## config.mk

```make
export PLATFORM = sky130hd
export DESIGN_NAME = yuv_to_rgb_pixel_pack_flat
export DESIGN_NICKNAME = d
export VERILOG_FILES = /design/src/hdl/yuvrgb_pkg.sv /design/src/hdl/yuvrgb_if.sv /design/src/hdl/yuvrgb_convert.sv /design/src/hdl/yuvrgb_pack.sv /design/src/hdl/yuv_to_rgb_pixel_pack.sv /design/src/flat_wrapper.sv
export SDC_FILE = /design/constraint.sdc
export NUM_CORES = 1
export LEC_CHECK = 0
export ABC_CLOCK_PERIOD_IN_PS = 8750
export BUFFER_PORTS_ARGS = -buffer_cell sky130_fd_sc_hd__buf_4
export CORE_AREA = 2 2 109 190
export DETAILED_ROUTE_END_ITERATION = 12
export DIE_AREA = 0 0 111 192
export MAX_ROUTING_LAYER = met4
export PLACE_DENSITY = 0.85
export SYNTH_ARGS = -nofsm -noshare
export SYNTH_HDL_FRONTEND = slang
export SYNTH_SLANG_ARGS = --single-unit
```

## constraint.sdc

```tcl
create_clock -name clk_i -period 8.75 [get_ports clk_i]
set_clock_uncertainty 0.1 [all_clocks]
set_input_delay 0.4375 -clock clk_i [delete_from_list [all_inputs] [get_ports clk_i]]
set_output_delay 0.4375 -clock clk_i [all_outputs]
set_load 0.03 [all_outputs]
```

## src/hdl/yuvrgb_pkg.sv

```systemverilog
// ----------------------------------------------------------------------------
// yuvrgb_pkg
// Shared types, format codes and coefficients for the YUV to RGB packer.
// ----------------------------------------------------------------------------
package yuvrgb_pkg;

  // output format codes
  localparam logic [2:0] PIX_R5G6B5   = 3'd0;
  localparam logic [2:0] PIX_A1R5G5B5 = 3'd1;
  localparam logic [2:0] PIX_R8G8B8   = 3'd2;
  localparam logic [2:0] PIX_B8G8R8   = 3'd3;
  localparam logic [2:0] PIX_A8R8G8B8 = 3'd4;
  localparam logic [2:0] PIX_A8B8G8R8 = 3'd5;
  localparam logic [2:0] PIX_R8G8B8A8 = 3'd6;
  localparam logic [2:0] PIX_B8G8R8A8 = 3'd7;

  localparam logic [2:0] FMT_RESET = PIX_B8G8R8;

  // byte counts of the packed pixel
  localparam logic [2:0] BYTES_16 = 3'd2;
  localparam logic [2:0] BYTES_24 = 3'd3;
  localparam logic [2:0] BYTES_32 = 3'd4;

  // coefficients scaled by 128
  localparam int CoefY  = 149;
  localparam int CoefRV = 148;
  localparam int CoefGU = 49;
  localparam int CoefGV = 104;
  localparam int CoefBU = 255;

  localparam int LumaOffset  = 16;
  localparam int FracBits    = 7;
  localparam int SumWidth    = 19;

  localparam logic [7:0] ALPHA_OPAQUE = 8'hff;

  typedef struct packed {
    logic [7:0] red;
    logic [7:0] green;
    logic [7:0] blue;
  } rgb_t;

endpackage

```

## src/hdl/yuvrgb_if.sv

```systemverilog
// ----------------------------------------------------------------------------
// yuvrgb_if
// Valid/ready channels: YUV pixel in, packed pixel out, format register write.
// ----------------------------------------------------------------------------
interface yuvrgb_yuv_if;
  logic       valid;
  logic       ready;
  logic [7:0] luma;
  logic [7:0] chroma_blue;
  logic [7:0] chroma_red;

  modport source (output valid, output luma, output chroma_blue, output chroma_red,
                  input ready);
  modport sink   (input valid, input luma, input chroma_blue, input chroma_red,
                  output ready);
endinterface

interface yuvrgb_pix_if;
  logic        valid;
  logic        ready;
  logic [31:0] pixel_word;
  logic [2:0]  pixel_bytes;

  modport source (output valid, output pixel_word, output pixel_bytes, input ready);
  modport sink   (input valid, input pixel_word, input pixel_bytes, output ready);
endinterface

interface yuvrgb_cfg_if;
  logic       valid;
  logic       ready;
  logic [2:0] output_format;

  modport source (output valid, output output_format, input ready);
  modport sink   (input valid, input output_format, output ready);
endinterface

```

## src/hdl/yuvrgb_convert.sv

```systemverilog
// ----------------------------------------------------------------------------
// yuvrgb_convert
// Fixed-point YUV to RGB matrix, floor shift by 7 and clamp to 0..255.
// ----------------------------------------------------------------------------
module yuvrgb_convert (
  input  logic [7:0]         luma_i,
  input  logic [7:0]         chroma_blue_i,
  input  logic [7:0]         chroma_red_i,
  output yuvrgb_pkg::rgb_t   rgb_o
);
  import yuvrgb_pkg::*;

  localparam int ShWidth = SumWidth - FracBits;

  logic signed [8:0]          y_s;
  logic signed [7:0]          u_s;
  logic signed [7:0]          v_s;
  logic signed [SumWidth-1:0] y_term;
  logic signed [SumWidth-1:0] r_sum;
  logic signed [SumWidth-1:0] g_sum;
  logic signed [SumWidth-1:0] b_sum;

  function automatic logic [7:0] clamp8(input logic signed [SumWidth-1:0] sum);
    logic signed [ShWidth-1:0] sh;
    sh = ShWidth'(sum >>> FracBits);
    if (sh < 0) begin
      clamp8 = 8'd0;
    end else if (sh > ShWidth'(255)) begin
      clamp8 = 8'hff;
    end else begin
      clamp8 = sh[7:0];
    end
  endfunction

  // offset 128 chroma: flip the top bit to get the signed difference
  assign y_s = $signed({1'b0, luma_i}) - 9'(LumaOffset);
  assign u_s = $signed({~chroma_blue_i[7], chroma_blue_i[6:0]});
  assign v_s = $signed({~chroma_red_i[7], chroma_red_i[6:0]});

  assign y_term = SumWidth'(y_s) * SumWidth'(CoefY);
  assign r_sum  = y_term + SumWidth'(v_s) * SumWidth'(CoefRV);
  assign g_sum  = y_term - SumWidth'(u_s) * SumWidth'(CoefGU)
                         - SumWidth'(v_s) * SumWidth'(CoefGV);
  assign b_sum  = y_term + SumWidth'(u_s) * SumWidth'(CoefBU);

  assign rgb_o.red   = clamp8(r_sum);
  assign rgb_o.green = clamp8(g_sum);
  assign rgb_o.blue  = clamp8(b_sum);

endmodule

```

## src/hdl/yuvrgb_pack.sv

```systemverilog
// ----------------------------------------------------------------------------
// yuvrgb_pack
// Channel swap and packing of one RGB pixel into the selected format.
// ----------------------------------------------------------------------------
module yuvrgb_pack (
  input  yuvrgb_pkg::rgb_t rgb_i,
  input  logic [2:0]       fmt_i,
  output logic [31:0]      pixel_word_o,
  output logic [2:0]       pixel_bytes_o
);
  import yuvrgb_pkg::*;

  logic [7:0] r;
  logic [7:0] g;
  logic [7:0] b;
  logic       swap;

  // BGR-ordered formats trade red and blue
  assign swap = (fmt_i == PIX_B8G8R8) || (fmt_i == PIX_A8B8G8R8) ||
                (fmt_i == PIX_B8G8R8A8);
  assign r = swap ? rgb_i.blue : rgb_i.red;
  assign g = rgb_i.green;
  assign b = swap ? rgb_i.red : rgb_i.blue;

  always_comb begin
    case (fmt_i)
      PIX_R5G6B5: begin
        pixel_word_o  = {16'd0, r[7:3], g[7:2], b[7:3]};
        pixel_bytes_o = BYTES_16;
      end
      PIX_A1R5G5B5: begin
        pixel_word_o  = {16'd0, 1'b1, r[7:3], g[7:3], b[7:3]};
        pixel_bytes_o = BYTES_16;
      end
      PIX_R8G8B8, PIX_B8G8R8: begin
        pixel_word_o  = {8'd0, b, g, r};
        pixel_bytes_o = BYTES_24;
      end
      PIX_A8R8G8B8, PIX_A8B8G8R8: begin
        pixel_word_o  = {ALPHA_OPAQUE, r, g, b};
        pixel_bytes_o = BYTES_32;
      end
      default: begin
        pixel_word_o  = {r, g, b, ALPHA_OPAQUE};
        pixel_bytes_o = BYTES_32;
      end
    endcase
  end

endmodule

```

## src/hdl/yuv_to_rgb_pixel_pack.sv

```systemverilog
// ----------------------------------------------------------------------------
// yuv_to_rgb_pixel_pack
// Converts YUV pixels to clamped RGB and packs them into one of eight formats.
// ----------------------------------------------------------------------------
//  channel  dir  payload                              handshake
//  yuv_i    in   luma, chroma_blue, chroma_red        valid/ready
//  pix_o    out  pixel_word[31:0], pixel_bytes[2:0]   valid/ready
//  cfg_i    in   output_format[2:0]                   valid/ready, always ready
//
//  One item per cycle sustained while pix_o is ready; an accepted item passes
//  through the input register and then the result register before pix_o.valid.
//  Stage one is the input register, stage two the result register; the matrix,
//  clamp and packing sit between them.
//  Reset clears both stage valids and sets the format to bgr888.
//  A stall on pix_o holds the result register; the input register still takes
//  an item while it is empty or the result register can load.
// ----------------------------------------------------------------------------
module yuv_to_rgb_pixel_pack (
  input  logic          clk_i,
  input  logic          rst_ni,
  yuvrgb_yuv_if.sink    yuv_i,
  yuvrgb_pix_if.source  pix_o,
  yuvrgb_cfg_if.sink    cfg_i
);
  import yuvrgb_pkg::*;

  logic [2:0]  fmt_q;
  logic        s1_valid_q;
  logic [7:0]  luma_q;
  logic [7:0]  cb_q;
  logic [7:0]  cr_q;
  logic        s2_valid_q;
  logic [31:0] word_q;
  logic [2:0]  bytes_q;

  logic        s2_load;
  logic        s1_load;
  rgb_t        rgb;
  logic [31:0] word_d;
  logic [2:0]  bytes_d;

  assign cfg_i.ready = 1'b1;

  assign s2_load     = !s2_valid_q || pix_o.ready;
  assign yuv_i.ready = !s1_valid_q || s2_load;
  assign s1_load     = yuv_i.valid && yuv_i.ready;

  always_ff @(posedge clk_i or negedge rst_ni) begin
    if (!rst_ni) begin
      fmt_q      <= FMT_RESET;
      s1_valid_q <= 1'b0;
      s2_valid_q <= 1'b0;
    end else begin
      if (cfg_i.valid) begin
        fmt_q <= cfg_i.output_format;
      end
      if (yuv_i.ready) begin
        s1_valid_q <= yuv_i.valid;
      end
      if (s2_load) begin
        s2_valid_q <= s1_valid_q;
      end
    end
  end

  always_ff @(posedge clk_i) begin
    if (s1_load) begin
      luma_q <= yuv_i.luma;
      cb_q   <= yuv_i.chroma_blue;
      cr_q   <= yuv_i.chroma_red;
    end
    if (s2_load && s1_valid_q) begin
      word_q  <= word_d;
      bytes_q <= bytes_d;
    end
  end

  yuvrgb_convert u_convert (
    .luma_i        (luma_q),
    .chroma_blue_i (cb_q),
    .chroma_red_i  (cr_q),
    .rgb_o         (rgb)
  );

  yuvrgb_pack u_pack (
    .rgb_i         (rgb),
    .fmt_i         (fmt_q),
    .pixel_word_o  (word_d),
    .pixel_bytes_o (bytes_d)
  );

  assign pix_o.valid       = s2_valid_q;
  assign pix_o.pixel_word  = word_q;
  assign pix_o.pixel_bytes = bytes_q;

  // input back-pressure only when both stages are full and the sink stalls
  a_ready_only_when_full: assert property (@(posedge clk_i) disable iff (!rst_ni)
    !yuv_i.ready |-> (s1_valid_q && s2_valid_q && !pix_o.ready))
    else $error("input stalled while a stage was free");

  a_16bit_upper_zero: assert property (@(posedge clk_i) disable iff (!rst_ni)
    (pix_o.valid && pix_o.pixel_bytes == BYTES_16) |-> (pix_o.pixel_word[31:16] == 16'd0))
    else $error("16-bit pixel has upper half set");

  a_24bit_top_zero: assert property (@(posedge clk_i) disable iff (!rst_ni)
    (pix_o.valid && pix_o.pixel_bytes == BYTES_24) |-> (pix_o.pixel_word[31:24] == 8'd0))
    else $error("24-bit pixel has top byte set");

  a_32bit_alpha: assert property (@(posedge clk_i) disable iff (!rst_ni)
    (pix_o.valid && pix_o.pixel_bytes == BYTES_32) |->
      (pix_o.pixel_word[31:24] == ALPHA_OPAQUE || pix_o.pixel_word[7:0] == ALPHA_OPAQUE))
    else $error("32-bit pixel without opaque alpha");

  a_bytes_legal: assert property (@(posedge clk_i) disable iff (!rst_ni)
    pix_o.valid |-> (pix_o.pixel_bytes == BYTES_16 || pix_o.pixel_bytes == BYTES_24 ||
                     pix_o.pixel_bytes == BYTES_32))
    else $error("illegal pixel byte count");

endmodule
```

## src/flat_wrapper.sv

```systemverilog
// flat-port wrapper written by rule: the top's interface ports become plain ports
module yuv_to_rgb_pixel_pack_flat import yuvrgb_pkg::*;
  (clk_i, rst_ni, yuv_i_valid, yuv_i_luma, yuv_i_chroma_blue, yuv_i_chroma_red, yuv_i_ready, pix_o_valid, pix_o_pixel_word, pix_o_pixel_bytes, pix_o_ready, cfg_i_valid, cfg_i_output_format, cfg_i_ready);
  yuvrgb_yuv_if yuv_i_i ();
  yuvrgb_pix_if pix_o_i ();
  yuvrgb_cfg_if cfg_i_i ();
  input  logic clk_i;
  input  logic rst_ni;
  input wire logic [$bits(yuv_i_i.valid)-1:0] yuv_i_valid;
  input wire logic [$bits(yuv_i_i.luma)-1:0] yuv_i_luma;
  input wire logic [$bits(yuv_i_i.chroma_blue)-1:0] yuv_i_chroma_blue;
  input wire logic [$bits(yuv_i_i.chroma_red)-1:0] yuv_i_chroma_red;
  output wire logic [$bits(yuv_i_i.ready)-1:0] yuv_i_ready;
  output wire logic [$bits(pix_o_i.valid)-1:0] pix_o_valid;
  output wire logic [$bits(pix_o_i.pixel_word)-1:0] pix_o_pixel_word;
  output wire logic [$bits(pix_o_i.pixel_bytes)-1:0] pix_o_pixel_bytes;
  input wire logic [$bits(pix_o_i.ready)-1:0] pix_o_ready;
  input wire logic [$bits(cfg_i_i.valid)-1:0] cfg_i_valid;
  input wire logic [$bits(cfg_i_i.output_format)-1:0] cfg_i_output_format;
  output wire logic [$bits(cfg_i_i.ready)-1:0] cfg_i_ready;
  assign yuv_i_i.valid = yuv_i_valid;
  assign yuv_i_i.luma = yuv_i_luma;
  assign yuv_i_i.chroma_blue = yuv_i_chroma_blue;
  assign yuv_i_i.chroma_red = yuv_i_chroma_red;
  assign yuv_i_ready = yuv_i_i.ready;
  assign pix_o_valid = pix_o_i.valid;
  assign pix_o_pixel_word = pix_o_i.pixel_word;
  assign pix_o_pixel_bytes = pix_o_i.pixel_bytes;
  assign pix_o_i.ready = pix_o_ready;
  assign cfg_i_i.valid = cfg_i_valid;
  assign cfg_i_i.output_format = cfg_i_output_format;
  assign cfg_i_ready = cfg_i_i.ready;
  yuv_to_rgb_pixel_pack u_core (.clk_i(clk_i), .rst_ni(rst_ni), .yuv_i(yuv_i_i), .pix_o(pix_o_i), .cfg_i(cfg_i_i));
endmodule
```

* Yosys cells after proc, flatten, opt, wreduce, memory -nomap -nowiden
Cells that the tools add are included.
** Storage, ports and cells
- Input port bits :: 32
- Register bits :: 64
- Word-level logic and storage cells :: 54
- Output and inout port bits :: 38
** Operators by class
- Muxes and demuxes :: 10
- Eq/ne operators :: 6
- Multipliers :: 5
- Bitwise operators :: 2
- Reduce and logical (&&, ||, !) cells :: 12
- Magnitude comparators :: 6
- Add/sub/neg operators :: 5
** Operators with widths (number)
- one-hot mux 32 bit (4 select lines) :: 1
- 2-to-1 mux 8 bit :: 8
- adder 18 x 17 -> 19 bit :: 2
- > comparator 12 x 9 -> 1 bit (second input constant) :: 3
- less-than comparator 12 x 1 -> 1 bit (second input constant) :: 3
- multiplier 8 x 7 -> 15 bit (second input constant) :: 2
- subtractor 18 x 15 -> 19 bit :: 1
- subtractor 19 x 16 -> 19 bit :: 1
- multiplier 9 x 9 -> 18 bit (second input constant) :: 1
- multiplier 8 x 9 -> 17 bit (second input constant) :: 1
- multiplier 8 x 5 -> 13 bit (second input constant) :: 1
- equality test 3 bit (second input constant) :: 3
- subtractor 8 x 5 -> 9 bit (second input constant) :: 1
- equality test 3 x 2 -> 1 bit (second input constant) :: 2
- one-hot mux 3 bit (2 select lines) :: 1
- OR reduction 2 bit :: 3
- logical OR 1 bit :: 4
- equality test 3 x 1 -> 1 bit (second input constant) :: 1
- zero test 3 bit :: 1
- logical AND 1 bit :: 2
- zero test 1 bit :: 2
- NOT 1 bit :: 2

* Logic depth before layout (Yosys ltp)
- Depth after elaboration :: 8
- Mapped depth :: 34
- Depth with buffers taken out :: 32

* Cells and area by module
Synthesis repeated with hierarchy kept, for this count alone.
** Second synthesis, totals
- Cells, all modules :: 1048
- Area, all modules :: 10202.3 µm²
** Modules (own cells, without submodules)
- yuvrgb_convert :: times used 1, cells an instance 842, area each 7309.5 µm², sequential area each 0.0 µm²
- yuv_to_rgb_pixel_pack :: times used 1, cells an instance 75, area each 1995.7 µm², sequential area each 1899.3 µm²
- yuvrgb_pack :: times used 1, cells an instance 131, area each 897.1 µm², sequential area each 0.0 µm²

* Worst setup path before layout
Ideal clock, no wire load.
- Path kind :: reg2reg
- From :: register u_core.luma_q[4]
- To :: register u_core.word_q[23] (netlist: u_core.pix_o.pixel_word[23]) (data pin)
- Cell stages (with the launch flop) :: 33
- Setup time :: 0.259 ns
- Buffers on the path :: 1
- Arrival :: 7.910 ns
- Setup slack :: 0.481 ns
- Period minus slack after synthesis :: 8.269 ns
- Data required time :: 8.391 ns
- Path through :: edfxtp_1 inv_1 ha_1 nor3b_1 buf_1 ha_1 ha_1 inv_1 fa_1 inv_1 fa_1 ha_1 a21oi_1 o21bai_1 a21oi_1 xnor2_1 inv_1 ha_1 inv_1 fa_1 inv_1 fa_1 ha_1 ha_1 a21oi_2 o211ai_1 a221oi_2 o41ai_2 xnor2_1 nand4_1 a32oi_1 nor2_1 o31a_1
** On the way
- Word-level cells in the longest chain between the ends :: 8
- Elaborated cells on any way between the ends :: 21
- Those cells by class :: add/sub (5); mul (1); order compare (6); mux (9)
** RTL lines
- from (decl) :: RTL line yuv_to_rgb_pixel_pack.sv:29 : logic [7:0] luma_q;
- from (signal assigned) :: RTL line yuv_to_rgb_pixel_pack.sv:68 : luma_q <= yuv_i.luma;
- subtractor 8 x 5 -> 9 bit (*) :: RTL line yuvrgb_convert.sv:36 : assign y_s = $signed({1'b0, luma_i}) - 9'(LumaOffset);
- multiplier 9 x 9 -> 18 bit (*) :: RTL line yuvrgb_convert.sv:40 : assign y_term = SumWidth'(y_s) * SumWidth'(CoefY);
- subtractor 18 x 15 -> 19 bit, or another cell as far along :: RTL line yuvrgb_convert.sv:42 : assign g_sum = y_term - SumWidth'(u_s) * SumWidth'(CoefGU)
- subtractor 19 x 16 -> 19 bit / > comparator 12 x 9 -> 1 bit (equally long branches) :: RTL line yuvrgb_convert.sv:43, yuvrgb_convert.sv:28
- > comparator 12 x 9 -> 1 bit / 2-to-1 mux 8 bit (equally long branches) :: RTL line yuvrgb_convert.sv:28 : end else if (sh > ShWidth'(255)) begin
- 2-to-1 mux 8 bit, on equally long branches :: RTL line yuvrgb_convert.sv:28, yuvrgb_convert.sv:26
- 2-to-1 mux 8 bit, on equally long branches :: RTL line yuvrgb_convert.sv:26, yuvrgb_pack.sv:21, yuvrgb_pack.sv:23
- one-hot mux 32 bit (4 select lines) (*) :: RTL line yuvrgb_pack.sv:26 : case (fmt_i)
- via u_core.u_pack.pixel_word_o[23] :: RTL line yuvrgb_pack.sv:8 : output logic [31:0] pixel_word_o,
- to (signal assigned) :: RTL line yuv_to_rgb_pixel_pack.sv:73 : word_q <= word_d;
- to (decl) :: RTL line yuv_to_rgb_pixel_pack.sv:33 : logic [31:0] word_q;
Mark *: on every way through the listed nets, which the timed path passes. The rest lies on a longest branch.
A chain may end at the register's enable or synchronous reset.

* Final worst setup path
Ends and elaborated chain as after synthesis.

==> flow_summary.ini <==
[global_routing]
antenna_found_initial = 0
grt_pass1_wl_mm = 43.4
grt_use_total_pct = 26.7
grt_pass1_vias = 9216
grt_max_degree = 36
gr-total-overflow = 0

[routing]
via_per_inst = 5.91
wl_per_cell_um = 18.1
ant_nets = 0
drc = 0
vias = 8764
firstDrtPassIters = 5
drt_iter0_drc = 324
wl_mm = 26.8

[floorplan]
coreArea_um2 = 19700
dieWidth_um = 111
initial_core_util_pct = 54.6
fp.dieH_um = 192
ios = 70
dieArea_um2 = 21300
num_rows = 68

[placement]
io_buffers = 68
globalplace.congestion = 0.943
place_ws_ns = 0.122
dpl.hpwl_mm = 22.3
placed_area_um2 = 11600

[synth]
synth-warning-count = 0
yosys-top-cells-area = ha_1 (25%), edfxtp_1 (17%), fa_1 (16%)
synth_edf_count = 59
syn_area_um2 = 10700
syn_inst = 1148
synth_top_cell_area_share_pct = 24.9
yosysSeqAreaShare_pct = 17.7
yosys-top-cells-count = inv_1 (230), ha_1 (214), fa_1 (86)
async_flop_share_pct = 7.81
ys.flop_type = edfxtp_1
synth_top_cell_by_area = ha_1
synth_nets = 1480
yosysMostFrequentCell = inv_1
avgSynthCellArea_um2 = 9.35
synth.distinct_cells = 88
ys_ff_latch = 64

[worst_setup_path]
crit_required_ns = 8.75
critical_path_peak_fanout = 8
r2r_slack_ns = 0.31
reg2reg_depth = 29
reg2reg_from = u_core.luma_q[4]
endpoint_kind = flip-flop
slowest_delay_ns = 0.58
critPathArrivalTime_ns = 8.45
slowest_stage = fa_1
critPathLaunchType = flip-flop
r2r-end = u_core.pix_o.pixel_word[23]
crit_path_end = u_core.pix_o.pixel_word[23]
path_class = flip-flop to flip-flop
crit_path_start = u_core.luma_q[4]

[clock_network]
clock_latency_ns = 0.36
cts_tree = done
cts_made_buffers = 9
clock_sinks = 64
ctsRootBufferMaster = clkbuf_16
htree_levels = 3
clk_path_buf_depth = 2
cts.clk_slew.worst_paths_ns = 0.06

[run_status]
status = finished clean

[layout]
antenna_cells = 0
area_growth_pct = 12.0
drive_gt1_share_pct = 12.4
nNetsFinal = 1566
fin_area_um2 = 12000

[sta]
slew_headroom_pct = 47.0
final.setup.tns_ns = 0
hold_ws_ns = 0.145
setup_viol = 0
period_share_pct = 96.5
tightest_slew_ns = 0.790
worst_slack_ns = 0.305
max_clock_freq_ghz = 0.118
drv_slew = 0
timing.final.crit_period_ns = 8.44
finalHoldViolations = 0

[min_path]
min_path_type = primary input to flip-flop

[flow_run]
maxCapViolCount = 0
==> per-stage QoR <==
stage,util [%],std cells
finish,61.1,1483
global route,61.1,1483
CTS,60.5,1479
detailed placement,59.0,1463
global placement,59.0,1463
floorplan,-,1148
==> worst min-delay path by stage <==
stage                               from                 to  slack [ns]  cells after the start
floorplan                         rst_ni    u_core.fmt_q[2]        0.04                      0
global placement                  rst_ni  u_core.s1_valid_q        0.14                      1
detailed placement                rst_ni  u_core.s1_valid_q        0.15                      1
CTS                 yuv_i_chroma_blue[5]     u_core.cb_q[5]        0.13                      1
global route               yuv_i_luma[2]   u_core.luma_q[2]        0.14                      1
finish              yuv_i_chroma_blue[4]     u_core.cb_q[4]        0.15                      1
==> cells in the final DEF (no fill, tap or decap), drive strengths merged, types with 41 or more instances in the layout <==
| master | instances |
|---|---|
| inv | 230 |
| ha | 214 |
| buf | 92 |
| fa | 86 |
| a21oi | 69 |
| edfxtp | 59 |
| nand2 | 56 |
| nor2 | 49 |
| o21ai | 44 |
| xnor2 | 41 |
==> final cells by class <==
| class | instances | area, µm² |
|---|---|---|
| clock buffer | 10 | 229 |
| clock inverter | 5 | 48.8 |
| fill | 1605 | 7640 |
| inverter | 231 | 867 |
| multi-input combinational | 835 | 7970 |
| sequential | 64 | 1900 |
| tap | 245 | 307 |
| timing repair buffer | 93 | 701 |
==> routing by layer <==
layer | routed length [µm] | global-route usage [%]
met3 | 1170 | 5.30
met5 | 0 | -
met1 | 9050 | 23.2
met4 | 2360 | 21.3
met2 | 14300 | 49.3
==> critical path: cells and delay by family (launching register included) <==
kind                     cells  cell delay, ns
flip-flops                   1            0.41
buffers and inverters        7            0.67
AO/OA/AOI/OAI                5            1.59
adder cells (fa/ha/maj)     12            4.78
XOR/XNOR                     2            0.38
AND/OR/NAND/NOR              3            0.25
==> sequential cells by signal, summed over array words and instances, names as in the netlist <==
signal,flops
u_core.pix_o.pixel_word,32
u_core.cr_q,8
u_core.fmt_q,3
u_core.cb_q,8
u_core.luma_q,8
u_core.pix_o.pixel_bytes,3
u_core.s1_valid_q,1
u_core.pix_o.valid,1
==> repair_timing <==
action                                  in CTS  in global routing
endpoints found under the setup margin       0                 32
hold buffers                                 1                  0
setup buffers                                0                  4
resized for setup                            0                 15
endpoints found under the hold margin        5                  0
==> logic make-up (layout without fill, tap and decap cells) <==
logic type / Yosys count / count (layout) / synth area share (%)
fa+ha+maj: 300 / 300 / 41.0
mux: 5 / 5 / 0.490
simple gates: 198 / 198 / 9.12
flops: 64 / 64 / 17.7
xor+xnor: 61 / 61 / 4.98
compound gates: 270 / 270 / 17.7
buf+inv: 249 / 339 / 9.01
other cells: 1 / 1 / 0.0349
Power is not shown: default switching activity piles up to over one toggle a cycle in this logic, so the estimate is an artifact.
